### config.mk
export PLATFORM = sky130hd
export DESIGN_NAME = rgb_led_strip_serial_driver_core
export DESIGN_NICKNAME = d
export VERILOG_FILES = /design/src/hw/rtl/rgbled_pkg.sv /design/src/hw/rtl/rgb_led_strip_serial_driver_core.sv
export SDC_FILE = /design/constraint.sdc
export NUM_CORES = 2
export LEC_CHECK = 0
export ABC_AREA = 1
export BUFFER_PORTS_ARGS = -buffer_cell sky130_fd_sc_hd__buf_2
export CAP_MARGIN = 0
export CORE_MARGIN = 2
export CORE_UTILIZATION = 40
export DETAILED_ROUTE_END_ITERATION = 6
export PLACE_DENSITY = 0.57
export SLEW_MARGIN = 25
export SYNTH_ARGS = -nofsm -noshare
export SYNTH_HDL_FRONTEND = slang
export SYNTH_SLANG_ARGS = --single-unit
### constraint.sdc
create_clock -name clock -period 4.09 [get_ports clock]
set_input_delay 0.409 -clock clock [delete_from_list [all_inputs] [get_ports clock]]
set_output_delay 0.409 -clock clock [all_outputs]
set_load 0.1 [all_outputs]
### src/hw/rtl/rgbled_pkg.sv
// shared types and constants for the rgb led strip serial driver
package rgbled_pkg;

   localparam int unsigned MaxLeds   = 64;
   localparam int unsigned AddrWidth = $clog2(MaxLeds);
   localparam int unsigned LenWidth  = 7;
   localparam int unsigned BitsPerLed = 24;

   // operation codes of an input word
   typedef enum logic [1:0] {
      OP_TICK  = 2'd0,
      OP_WRITE = 2'd1,
      OP_CLEAR = 2'd2,
      OP_START = 2'd3
   } op_type;

   // waveform phase
   typedef enum logic [1:0] {
      PH_IDLE  = 2'd0,
      PH_HIGH  = 2'd1,
      PH_LOW   = 2'd2,
      PH_LATCH = 2'd3
   } phase_type;

   // register indexes
   localparam logic [2:0] CSR_ZERO_HIGH    = 3'd0;
   localparam logic [2:0] CSR_ZERO_LOW     = 3'd1;
   localparam logic [2:0] CSR_ONE_HIGH     = 3'd2;
   localparam logic [2:0] CSR_ONE_LOW      = 3'd3;
   localparam logic [2:0] CSR_LATCH        = 3'd4;
   localparam logic [2:0] CSR_STRIP_LENGTH = 3'd5;

   // register reset values
   localparam logic [7:0]  ZERO_HIGH_RST    = 8'd5;
   localparam logic [7:0]  ZERO_LOW_RST     = 8'd18;
   localparam logic [7:0]  ONE_HIGH_RST     = 8'd16;
   localparam logic [7:0]  ONE_LOW_RST      = 8'd9;
   localparam logic [15:0] LATCH_RST        = 16'd20000;
   localparam logic [6:0]  STRIP_LENGTH_RST = 7'd60;

endpackage

### src/hw/rtl/rgb_led_strip_serial_driver_core.sv
// serial encoder for a one-wire rgb led strip with pixel store and output register
// each input word's result is registered and presented in the cycle after acceptance
// throughput: one input word per cycle unless the result stalls; one result per word
// pixel reads use a registered memory port, set at frame start and at each led change
// reset (synchronous, active high) restores the timing registers, goes idle and marks
// every pixel as zero through per-entry valid bits, with no clearing pass
module rgb_led_strip_serial_driver_core (
   input  logic        clock,
   input  logic        reset,
   // configuration write port
   input  logic        csr_we,
   input  logic [2:0]  csr_index,
   input  logic [15:0] csr_wdata,
   // input word channel
   input  logic        req_valid,
   output logic        req_ready,
   input  logic [1:0]  req_operation,
   input  logic [5:0]  req_pixel_index,
   input  logic [7:0]  req_red,
   input  logic [7:0]  req_green,
   input  logic [7:0]  req_blue,
   // result word channel
   output logic        rsp_valid,
   input  logic        rsp_ready,
   output logic        rsp_data_line,
   output logic        rsp_busy_res,
   output logic        rsp_rejected,
   output logic        rsp_frame_done
);

   localparam int unsigned AW = rgbled_pkg::AddrWidth;
   localparam int unsigned LW = rgbled_pkg::LenWidth;
   localparam int unsigned BW = rgbled_pkg::BitsPerLed;

   // timing registers
   logic [7:0]  zero_high_ff, zero_low_ff, one_high_ff, one_low_ff;
   logic [15:0] latch_ff;
   logic [6:0]  strip_len_ff;

   // pixel store, valid bits and registered read port
   logic [BW-1:0]      pixel_mem [rgbled_pkg::MaxLeds];
   logic [rgbled_pkg::MaxLeds-1:0] pix_valid_ff;
   logic [BW-1:0]      rd_data_ff;
   logic               rd_valid_ff;

   // waveform state
   rgbled_pkg::phase_type phase_ff, phase_in;
   logic [LW-1:0] led_ff, led_in;
   logic [4:0]    bit_ff, bit_in;
   logic [BW-1:0] shift_ff, shift_in;
   logic [15:0]   tick_ff, tick_in;
   logic          pending_ff, pending_in;

   // output register
   logic rsp_valid_ff;
   logic line_ff, busy_ff, rej_ff, done_ff;
   logic line_in, busy_in, rej_in, done_in;

   // memory controls
   logic          rd_en, wr_en, clr_en;
   logic [AW-1:0] rd_addr;

   logic          req_fire;
   logic [LW-1:0] eff_len;
   logic [BW-1:0] cur_word;
   logic          bit_one;
   logic [7:0]    hi_thr, lo_thr, hi_lim, lo_lim;
   logic [15:0]   latch_lim, tick_inc;
   logic [4:0]    bit_inc;
   logic [LW-1:0] led_inc;
   logic          hi_end, lo_end, latch_end, word_end, strip_end;

   // output stage frees up when empty or being drained
   assign req_ready = !rsp_valid_ff || rsp_ready;
   assign req_fire  = req_valid && req_ready;

   // ---------------------------------------------------------------- config
   always_ff @(posedge clock) begin
      if (reset) begin
         zero_high_ff <= rgbled_pkg::ZERO_HIGH_RST;
         zero_low_ff  <= rgbled_pkg::ZERO_LOW_RST;
         one_high_ff  <= rgbled_pkg::ONE_HIGH_RST;
         one_low_ff   <= rgbled_pkg::ONE_LOW_RST;
         latch_ff     <= rgbled_pkg::LATCH_RST;
         strip_len_ff <= rgbled_pkg::STRIP_LENGTH_RST;
      end else if (csr_we) begin
         unique case (csr_index)
            rgbled_pkg::CSR_ZERO_HIGH:    zero_high_ff <= csr_wdata[7:0];
            rgbled_pkg::CSR_ZERO_LOW:     zero_low_ff  <= csr_wdata[7:0];
            rgbled_pkg::CSR_ONE_HIGH:     one_high_ff  <= csr_wdata[7:0];
            rgbled_pkg::CSR_ONE_LOW:      one_low_ff   <= csr_wdata[7:0];
            rgbled_pkg::CSR_LATCH:        latch_ff     <= csr_wdata;
            rgbled_pkg::CSR_STRIP_LENGTH: strip_len_ff <= csr_wdata[6:0];
            default: ;
         endcase
      end
   end

   // strip length saturates at the store depth
   assign eff_len = (strip_len_ff > LW'(rgbled_pkg::MaxLeds)) ?
                    LW'(rgbled_pkg::MaxLeds) : strip_len_ff;

   // ------------------------------------------------------- shared datapath
   // right after an led load the word still sits in the memory read register;
   // an entry never written since reset or clear reads as black
   assign cur_word = pending_ff ? (rd_valid_ff ? rd_data_ff : '0) : shift_ff;
   assign bit_one  = cur_word[BW-1];

   assign hi_thr    = bit_one ? one_high_ff : zero_high_ff;
   assign lo_thr    = bit_one ? one_low_ff  : zero_low_ff;
   // a zero duration behaves as one tick
   assign hi_lim    = (hi_thr == 8'd0) ? 8'd1 : hi_thr;
   assign lo_lim    = (lo_thr == 8'd0) ? 8'd1 : lo_thr;
   assign latch_lim = (latch_ff == 16'd0) ? 16'd1 : latch_ff;

   assign tick_inc  = tick_ff + 16'd1;
   assign bit_inc   = bit_ff + 5'd1;
   assign led_inc   = led_ff + LW'(1);

   assign hi_end    = tick_inc >= {8'd0, hi_lim};
   assign lo_end    = tick_inc >= {8'd0, lo_lim};
   assign latch_end = tick_inc >= latch_lim;
   assign word_end  = bit_inc >= 5'(BW);
   assign strip_end = led_inc >= eff_len;

   // ------------------------------------------------------------ next phase
   always_comb begin
      phase_in = phase_ff;
      unique case (phase_ff)
         rgbled_pkg::PH_IDLE: begin
            if (req_operation == rgbled_pkg::OP_START) begin
               phase_in = (eff_len == '0) ? rgbled_pkg::PH_LATCH : rgbled_pkg::PH_HIGH;
            end
         end
         rgbled_pkg::PH_HIGH: begin
            if (hi_end) begin
               phase_in = rgbled_pkg::PH_LOW;
            end
         end
         rgbled_pkg::PH_LOW: begin
            if (lo_end) begin
               phase_in = (word_end && strip_end) ? rgbled_pkg::PH_LATCH :
                          rgbled_pkg::PH_HIGH;
            end
         end
         rgbled_pkg::PH_LATCH: begin
            if (latch_end) begin
               phase_in = rgbled_pkg::PH_IDLE;
            end
         end
         default: phase_in = rgbled_pkg::PH_IDLE;
      endcase
   end

   // ------------------------------------------------- counters and outputs
   always_comb begin
      led_in     = led_ff;
      bit_in     = bit_ff;
      shift_in   = shift_ff;
      tick_in    = tick_ff;
      pending_in = pending_ff;
      rd_en      = 1'b0;
      rd_addr    = '0;
      wr_en      = 1'b0;
      clr_en     = 1'b0;
      line_in    = 1'b0;
      busy_in    = 1'b0;
      rej_in     = 1'b0;
      done_in    = 1'b0;

      if (phase_ff != rgbled_pkg::PH_IDLE) begin
         // busy: every word advances the waveform one slot
         busy_in    = 1'b1;
         rej_in     = req_operation != rgbled_pkg::OP_TICK;
         shift_in   = cur_word;
         pending_in = 1'b0;
         unique case (phase_ff)
            rgbled_pkg::PH_HIGH: begin
               line_in = 1'b1;
               tick_in = hi_end ? 16'd0 : tick_inc;
            end
            rgbled_pkg::PH_LOW: begin
               tick_in = lo_end ? 16'd0 : tick_inc;
               if (lo_end) begin
                  shift_in = {cur_word[BW-2:0], 1'b0};
                  bit_in   = bit_inc;
                  if (word_end) begin
                     led_in = led_inc;
                     bit_in = 5'd0;
                     if (!strip_end) begin
                        // fetch the next led, its word shows up next cycle
                        pending_in = 1'b1;
                        rd_en      = req_fire;
                        rd_addr    = led_inc[AW-1:0];
                     end
                  end
               end
            end
            rgbled_pkg::PH_LATCH: begin
               tick_in = latch_end ? 16'd0 : tick_inc;
               done_in = latch_end;
            end
            default: ;
         endcase
      end else begin
         case (req_operation)
            rgbled_pkg::OP_WRITE: begin
               // indexes past the strip are dropped silently
               wr_en = req_fire && ({1'b0, req_pixel_index} < eff_len);
            end
            rgbled_pkg::OP_CLEAR: begin
               clr_en = req_fire;
            end
            rgbled_pkg::OP_START: begin
               busy_in = 1'b1;
               led_in  = '0;
               bit_in  = 5'd0;
               tick_in = 16'd0;
               if (eff_len == '0) begin
                  shift_in   = '0;
                  pending_in = 1'b0;
               end else begin
                  pending_in = 1'b1;
                  rd_en      = req_fire;
                  rd_addr    = '0;
               end
            end
            default: ;
         endcase
      end
   end

   // ---------------------------------------------------------- state update
   always_ff @(posedge clock) begin
      if (reset) begin
         phase_ff   <= rgbled_pkg::PH_IDLE;
         led_ff     <= '0;
         bit_ff     <= 5'd0;
         shift_ff   <= '0;
         tick_ff    <= 16'd0;
         pending_ff <= 1'b0;
      end else if (req_fire) begin
         phase_ff   <= phase_in;
         led_ff     <= led_in;
         bit_ff     <= bit_in;
         shift_ff   <= shift_in;
         tick_ff    <= tick_in;
         pending_ff <= pending_in;
      end
   end

   // ---------------------------------------------------------- pixel store
   always_ff @(posedge clock) begin
      if (wr_en) begin
         pixel_mem[req_pixel_index] <= {req_green, req_red, req_blue};
      end
   end

   always_ff @(posedge clock) begin
      if (rd_en) begin
         rd_data_ff  <= pixel_mem[rd_addr];
         rd_valid_ff <= pix_valid_ff[rd_addr];
      end
   end

   // clear all pixels just drops every valid bit
   always_ff @(posedge clock) begin
      if (reset || clr_en) begin
         pix_valid_ff <= '0;
      end else if (wr_en) begin
         pix_valid_ff[req_pixel_index] <= 1'b1;
      end
   end

   // -------------------------------------------------------- result register
   always_ff @(posedge clock) begin
      if (reset) begin
         rsp_valid_ff <= 1'b0;
      end else if (req_ready) begin
         rsp_valid_ff <= req_valid;
      end
   end

   always_ff @(posedge clock) begin
      if (req_fire) begin
         line_ff <= line_in;
         busy_ff <= busy_in;
         rej_ff  <= rej_in;
         done_ff <= done_in;
      end
   end

   assign rsp_valid      = rsp_valid_ff;
   assign rsp_data_line  = line_ff;
   assign rsp_busy_res   = busy_ff;
   assign rsp_rejected   = rej_ff;
   assign rsp_frame_done = done_ff;

`ifndef ASSERT_OFF
   // a word waiting in the memory read register only exists inside a frame
   assert property (@(posedge clock) disable iff (reset)
      phase_ff == rgbled_pkg::PH_IDLE |-> !pending_ff)
      else $error("pixel load pending while idle");

   // bit counter never reaches the word length
   assert property (@(posedge clock) disable iff (reset)
      bit_ff < 5'(BW))
      else $error("bit position out of range");

   // a finished frame returns to idle
   assert property (@(posedge clock) disable iff (reset)
      req_fire && done_in |=> phase_ff == rgbled_pkg::PH_IDLE)
      else $error("frame done without returning to idle");

   // line high, rejection and frame end all belong to a busy slot
   assert property (@(posedge clock) disable iff (reset)
      rsp_valid_ff && (line_ff || rej_ff || done_ff) |-> busy_ff)
      else $error("busy-only result flag seen on idle slot");
`endif

endmodule
== Yosys cells after proc, flatten, opt, wreduce, memory -nomap -nowiden ==
Memories as Yosys holds them, arrays and structs flattened. A register that Yosys moved wholly into a read port is not among the register bits.
Cells that the tools add are included.

* Flip-flop bits (word level): 180
* Bits in latches: 0
* Memory bits (writable): 1536
* Bits in read-only memories: 0
* Bits of input ports: 56
* Logic and storage cells: 150
* Memories: 1

{| class="wikitable"
|+ Memories
! name !! depth !! bits a word !! rd ports !! clocked after memory_dff !! write ports !! RTL line !! text
|-
| pixel_mem || 64 || 24 || 1 || 1 || 1 || rgb_led_strip_serial_driver_core.sv:41 || <nowiki>logic [BW-1:0] pixel_mem [rgbled_pkg::MaxLeds];</nowiki>
|}

* Add/subtract/negate cells: 3
* Multipliers: 0
* Div/mod/pow operators: 0
* $lt $le $gt $ge: 10
* Equal/unequal tests: 19
* Shifts and indexed selects: 0
* Mux-type cells: 67
* Bitwise gates (word level): 1
* Reductions and logical operators: 30

{| class="wikitable"
|+ Operator list
! cell !! count
|-
| 24-bit two-way mux || 7
|-
| 16-bit two-way mux || 6
|-
| 64-bit OR || 1
|-
| 16-bit case mux with 3 select lines || 1
|-
| 7-bit two-way mux || 6
|-
| 16-bit by 8-bit >= comparator with 1-bit output || 2
|-
| 8-bit two-way mux || 4
|-
| 6-bit two-way mux || 5
|-
| 5-bit two-way mux || 5
|-
| 1-bit two-way mux || 24
|-
| 16-bit by 1-bit adder with 16-bit output, second input constant || 1
|-
| 16-bit >= comparator || 1
|-
| 16-bit zero test || 1
|-
| 8-bit zero test || 2
|-
| 2-bit AND reduction || 8
|-
| 6-bit by 7-bit < comparator with 1-bit output, second input constant || 2
|-
| 2-bit two-way mux || 6
|-
| 2-bit != test, second input constant || 6
|-
| 5-bit AND reduction || 2
|-
| 2-bit equality test, second input constant || 4
|-
| 2-bit case mux with 4 select lines || 1
|-
| 2-bit nonzero test || 4
|-
| 7-bit by 1-bit adder with 7-bit output, second input constant || 1
|-
| 7-bit >= comparator || 1
|-
| 21 further kinds || 29
|}

== Depth between registers and ports, before layout ==
* Word-level depth: 11
* Depth in mapped cells: 33

== Least setup slack after synthesis ==
No wires, ideal clock.

* Path kind: register to register
* Start point: register pending_ff
* End point: register rd_data_ff[0] (read register of pixel_mem), enable pin
* Arrival: 3.700 ns
* Data required time: 3.673 ns
* Setup slack: -0.027 ns
* Cell stages (with the launch flop): 22
* Clock period less this slack: 4.117 ns
* Path through: dfxtp_1 -> or2_2 -> nand2_1 -> clkbuf_1 -> mux2i_1 -> nand3_1 -> o22ai_1 -> ha_1 -> inv_1 -> nand2_1 -> nand2_1 -> nand2_1 -> nand2_1 -> nand2_1 -> nand2_1 -> nand2_1 -> nand2_1 -> nand2_1 -> nor2_2 -> nor2_4 -> nand2_2 -> a21oi_1

* Word-level cells in the longest chain between the ends: 8
* Elaborated cells on any way between the ends: 11

{| class="wikitable"
|+ Ends and longest elaborated chain
! item !! RTL line !! text
|-
| start, declared || rgb_led_strip_serial_driver_core.sv:52 || <nowiki>logic pending_ff, pending_in;</nowiki>
|-
| start signal, assigned || rgb_led_strip_serial_driver_core.sv:248 || <nowiki>pending_ff <= pending_in;</nowiki>
|-
| 24-bit two-way mux * || rgb_led_strip_serial_driver_core.sv:106 || <nowiki>assign cur_word = pending_ff ? (rd_valid_ff ? rd_data_ff : '0) : shift_ff;</nowiki>
|-
| 8-bit two-way mux * || rgb_led_strip_serial_driver_core.sv:110 || <nowiki>assign lo_thr = bit_one ? one_low_ff : zero_low_ff;</nowiki>
|-
| 8-bit zero test || rgb_led_strip_serial_driver_core.sv:113 || <nowiki>assign lo_lim = (lo_thr == 8'd0) ? 8'd1 : lo_thr;</nowiki>
|-
| 8-bit two-way mux * || rgb_led_strip_serial_driver_core.sv:113 ||
|-
| 16-bit by 8-bit >= comparator with 1-bit output * || rgb_led_strip_serial_driver_core.sv:121 || <nowiki>assign lo_end = tick_inc >= {8'd0, lo_lim};</nowiki>
|-
| 1-bit two-way mux * || rgb_led_strip_serial_driver_core.sv:184 || <nowiki>if (lo_end) begin</nowiki>
|-
| 1-bit two-way mux * || rgb_led_strip_serial_driver_core.sv:177 || <nowiki>unique case (phase_ff)</nowiki>
|-
| 1-bit two-way mux * || rgb_led_strip_serial_driver_core.sv:171 || <nowiki>if (phase_ff != rgbled_pkg::PH_IDLE) begin</nowiki>
|-
| net rd_en || rgb_led_strip_serial_driver_core.sv:60 || <nowiki>logic rd_en, wr_en, clr_en;</nowiki>
|-
| end, declared || rgb_led_strip_serial_driver_core.sv:43 || <nowiki>logic [BW-1:0] rd_data_ff;</nowiki>
|}

The timed path passes the listed nets; every way through them passes the cells marked *.
A chain may end at the register's enable or synchronous reset.

== Final worst setup path ==
* Start point: register led_ff[0]
* End point: register rd_data_ff[19] (read register of pixel_mem), data pin

* Word-level cells in the longest chain between the ends: 7
* Elaborated cells on any way between the ends: 12

{| class="wikitable"
|+ Ends and longest elaborated chain
! item !! RTL line !! text
|-
| start, declared || rgb_led_strip_serial_driver_core.sv:48 || <nowiki>logic [LW-1:0] led_ff, led_in;</nowiki>
|-
| start signal, assigned || rgb_led_strip_serial_driver_core.sv:244 || <nowiki>led_ff <= led_in;</nowiki>
|-
| 7-bit by 1-bit adder with 7-bit output * || rgb_led_strip_serial_driver_core.sv:118 || <nowiki>assign led_inc = led_ff + LW'(1);</nowiki>
|-
| 7-bit >= comparator || rgb_led_strip_serial_driver_core.sv:124 || <nowiki>assign strip_end = led_inc >= eff_len;</nowiki>
|-
| 6-bit two-way mux / 1-bit two-way mux (equally long branches) || rgb_led_strip_serial_driver_core.sv:190 || <nowiki>if (!strip_end) begin</nowiki>
|-
| 6-bit two-way mux / 1-bit two-way mux (equally long branches) || rgb_led_strip_serial_driver_core.sv:187 || <nowiki>if (word_end) begin</nowiki>
|-
| 6-bit two-way mux / 1-bit two-way mux (equally long branches) || rgb_led_strip_serial_driver_core.sv:184 ||
|-
| 6-bit two-way mux / 1-bit two-way mux (equally long branches) || rgb_led_strip_serial_driver_core.sv:177 ||
|-
| 6-bit two-way mux / 1-bit two-way mux (equally long branches) || rgb_led_strip_serial_driver_core.sv:171 ||
|}

Mark *: on every way between the ends. The rest lies on a longest branch, timed or not.

==> results.ini <==
[status]
status=finished, violations left
violations=design-rule violations, negative setup slack

[placed_design]
gp_congestion=0.884
dpl-instance-area_um2=86000
pre_cts_ws_ps=-599
placedCellCount=10412
portBuffers=61
hpwlAfterDp_mm=155

[timing]
rsz0062_at_grt=true
whs_ps=53.0
slew_violations=0
finalHoldViolCount=0
worst_pin_slew_ps=1170
layout_min_cycle_time_ps=4160
fin_worst_skew_ps=41.7
max_freq_mhz=241
relSlewSlack_pct=21.9
period_share_pct=102
fin_ws_ps=-66.2
setup_viol=11

[floorplanning]
die_area_um2=201000
rows=162
ios=62
die_y_um=448
coreArea_um2=195000
die_x_um=448
start_util_pct=40.4

[setup_path]
r2r_start=led_ff[0]$_SDFFE_PP0P_
critPathCaptureType=flip-flop
crit_type=flip-flop to flip-flop
crit_path_start_kind=flip-flop
r2r-end=rd_data_ff[19]$_DFFE_PP_
regToRegSetupSlack_ps=-70
startpoint=led_ff[0]$_SDFFE_PP0P_
required_ps=4700
worstPathArrival_ps=4770
r2r_cells=25
worstPathMaxFanout=12

[power_and_ir_drop]
power_density_nw_per_um2=390
p_sw_mw=8.51
p_sw_share_pct=22.7
p_comb_share_pct=4.5
ir_drop_mv=0.478
p_int_mw=29.0
power_frac_seq_pct=52.0
power_mw=37.5
power.leakage_nw=39.1
clockPowerShare_pct=43.5

[yosys]
synth-edff-count=1565
avgSynthCellArea_um2=10.2
yosysWarnings=0
synth_ff_type=edfxtp_1
syn-cell-area_um2=78900
yosysUniqueCellTypes=46
syn_nets=7835
async_flop_share_pct=0
ys_seq_area_share_pct=64.0
ys_ff_latch=1740
synth_cells=7731

[route]
vias=61345
first_iter_violations=7667
drc=2
ant_nets=0
vias_per_cell=5.63
wl_per_cell_um=24.5
dr.pass1.iters=7
routed_wl_mm=267

[job]
cap_viol_max_count=0

[layout]
fin_area_um2=96000
final_layout_size_suffix_gt1_share_pct=16.3
syn_to_final_growth_pct=21.8
final_nets=8214
final_cells=10895

[cts]
cts_tree=built
htree_levels=4
ctsRootBufferMaster=clkbuf_16
cts_made_buffers=187
clk_latency_ps=860
clkTransAtPathRegs_ps=60
clock_sinks=1740
clock_path_buffers=3

[worst_hold_path]
whs_path_depth=1
hold_class=input port to flip-flop
holdPathEnd=pixel_mem[37][2]$_DFFE_PP_
worstHoldStart=req_blue[2]

[grt]
antenna_found_initial=12
overflow=0
grt_pass1_wl_mm=385
grt_start_max_net_pins=133
track_usage_pct=25.8
grt_pass1_vias=57980

==> sequential cells by signal, summed over array words and instances (netlist names) <==
signal / flops
rsp_busy_res: 1
rd_valid_ff: 1
rsp_frame_done: 1
phase_ff: 2
rsp_valid: 1
led_ff: 7
zero_high_ff: 8
shift_ff: 24
pix_valid_ff: 64
zero_low_ff: 8
tick_ff: 16
bit_ff: 5
rd_data_ff: 24
latch_ff: 16
strip_len_ff: 7
rsp_data_line: 1
pixel_mem: 1536
one_low_ff: 8
one_high_ff: 8
rsp_rejected: 1
pending_ff: 1
==> kinds of logic after synthesis <==
kind of cell               count (synthesis)  synth area share [%]
xor gates and xnor gates                  12                 0.133
adders and majority gates                 48                 0.762
muxes                                      8                 0.102
and+or+nand+nor                         3721                  22.8
AOI/OAI and AO/OA                        289                  2.18
buffers and inverters                   1913                  10.0
DFF                                     1740                  64.0
==> power by group through the flow <==
| stage | clock (mW) | sequential [mW] | combinational [mW] |
|---|---|---|---|
| 3_5_place_dp | 0 | 19.8 | 1.56 |
| 2_1_floorplan | 0 | 19.9 | 0.665 |
| 5_1_grt | 17.3 | 19.5 | 1.77 |
| 4_1_cts | 16.5 | 19.5 | 1.61 |
| 3_3_place_gp | 0 | 19.8 | 1.53 |
| 6_report | 16.3 | 19.5 | 1.68 |
==> routing by layer <==
layer | up-vias | part of all wire, % | GRT usage [%] | wire [µm]
met5 | - | 0.0041 | 0 | 11
met4 | 2 | 4.2 | 11.1 | 11300
met3 | 511 | 9.4 | 4.46 | 25200
met2 | 3174 | 46 | 40.0 | 121000
met1 | 30125 | 41 | 35.7 | 109000
li1 | 27533 | - | - | -
==> worst max-delay path by stage <==
stage                                       to  slack [ps]  depth (start not counted)
finish                rd_data_ff[19]$_DFFE_PP_         -70                         25
CTS                   rd_data_ff[16]$_DFFE_PP_         -50                         25
global route          rd_data_ff[19]$_DFFE_PP_        -240                         31
global placement       rd_data_ff[9]$_DFFE_PP_        -680                         29
detailed placement     rd_data_ff[9]$_DFFE_PP_        -600                         29
floorplan           pixel_mem[10][0]$_DFFE_PP_           9                          7
==> worst max-delay path, stage by stage, from the launching register on <==
cell and delay, ps:
dfxtp_2 360, buf_4 160, nand4_1 140, nor2_2 140
xor2_1 190, inv_1 60, ha_1 300, nand2_1 90
o21a_1 130, o211ai_1 170, buf_4 210, nor3b_2 160
buf_4 160, nand3_4 130, buf_4 160, buf_4 150
buf_16 160, buf_12 150, buf_4 160, nand3_1 80
nand3_1 100, nand3_1 120, nand3_2 90, buf_6 150
nand3_4 120, nand2_1 60
==> what timing repair did <==
item / in CTS / in global routing
gates cloned: 18 / 26
gates resized for setup: 207 / 246
hold buffers: 24 / 0
setup endpoints to repair: 25 / 36
pin swaps: 12 / 45
setup buffers: 36 / 34
endpoints found under the hold margin: 69 / 0
==> final cells by class <==
class / count / area (µm²)
Multi-Input combinational cell: 4078 / 22300
Clock inverter: 79 / 702
Antenna cell: 6 / 15.0
Timing Repair Buffer: 744 / 8960
Tap cell: 2624 / 3280
Fill cell: 17492 / 99400
Inverter: 1358 / 5120
Sequential cell: 1740 / 50500
Timing Repair inverter: 1 / 8.76
Clock buffer: 265 / 5100
==> cell usage in the layout, fill, tap and decap left out, types with 7 or more instances in the layout <==
cell           synthesis  routed
edfxtp_1            1565    1565
inv_1               1349    1347
nand3_1             1532    1329
nand2_1             1195    1162
nand4_1              785     785
buf_4                 30     395
clkbuf_16              0     213
dfxtp_1              175     172
nand3_2                3     164
buf_12                 1     139
a21oi_1              123     120
nor2_1               172     104
clkbuf_1             264      67
o21ai_0               67      60
buf_6                 48      55
buf_2                174      50
nor2_2                 9      48
ha_1                  48      47
nand3_4                0      42
buf_16                 0      38
nor2_4                 2      31
a22oi_1               29      29
clkinv_2               0      29
nand2_2                2      28
clkinv_1               2      26
o21ai_1               19      25
o21ba_2               25      25
dlygate4sd3_1          0      24
nor3_1                13      13
bufbuf_16              0      10
o211ai_1               9       9
clkbuf_8               0       9
buf_8                  1       9
xor2_1                 8       8
nand2_4                0       7
mux2i_1                8       7
inv_6                  0       7
bufinv_16              0       7
==> through the flow <==
| step | TNS (ps) | util (%) |
|---|---|---|
| floorplan | 0 | - |
| detailed placement | -9420 | 44.0 |
| global placement | -11660 | 44.0 |
| global route | -5120 | 49.1 |
| finish | -342 | 49.1 |
| CTS | -221 | 48.1 |
==> synth_stat cells (9+ instances only) <==
master       n  area [µm²]
dfxtp_1    175        3500
clkbuf_1   264         991
o211ai_1     9        67.6
a21oi_1    123         616
ha_1        48         601
edfxtp_1  1565       47000
o21ai_0     67         335
nand4_1    785        4910
buf_6       48         541
inv_1     1349        5060
nor3_1      13        65.1
nand2_1   1195        4490
o21ai_1     19        95.1
buf_1       37         139
nor2_2       9        56.3
nor2_1     172         646
buf_4       30         225
a22oi_1     29         218
buf_2      174         871
o21ba_2     25         250
nand3_1   1532        7670
(Power assumes the default switching activity.)
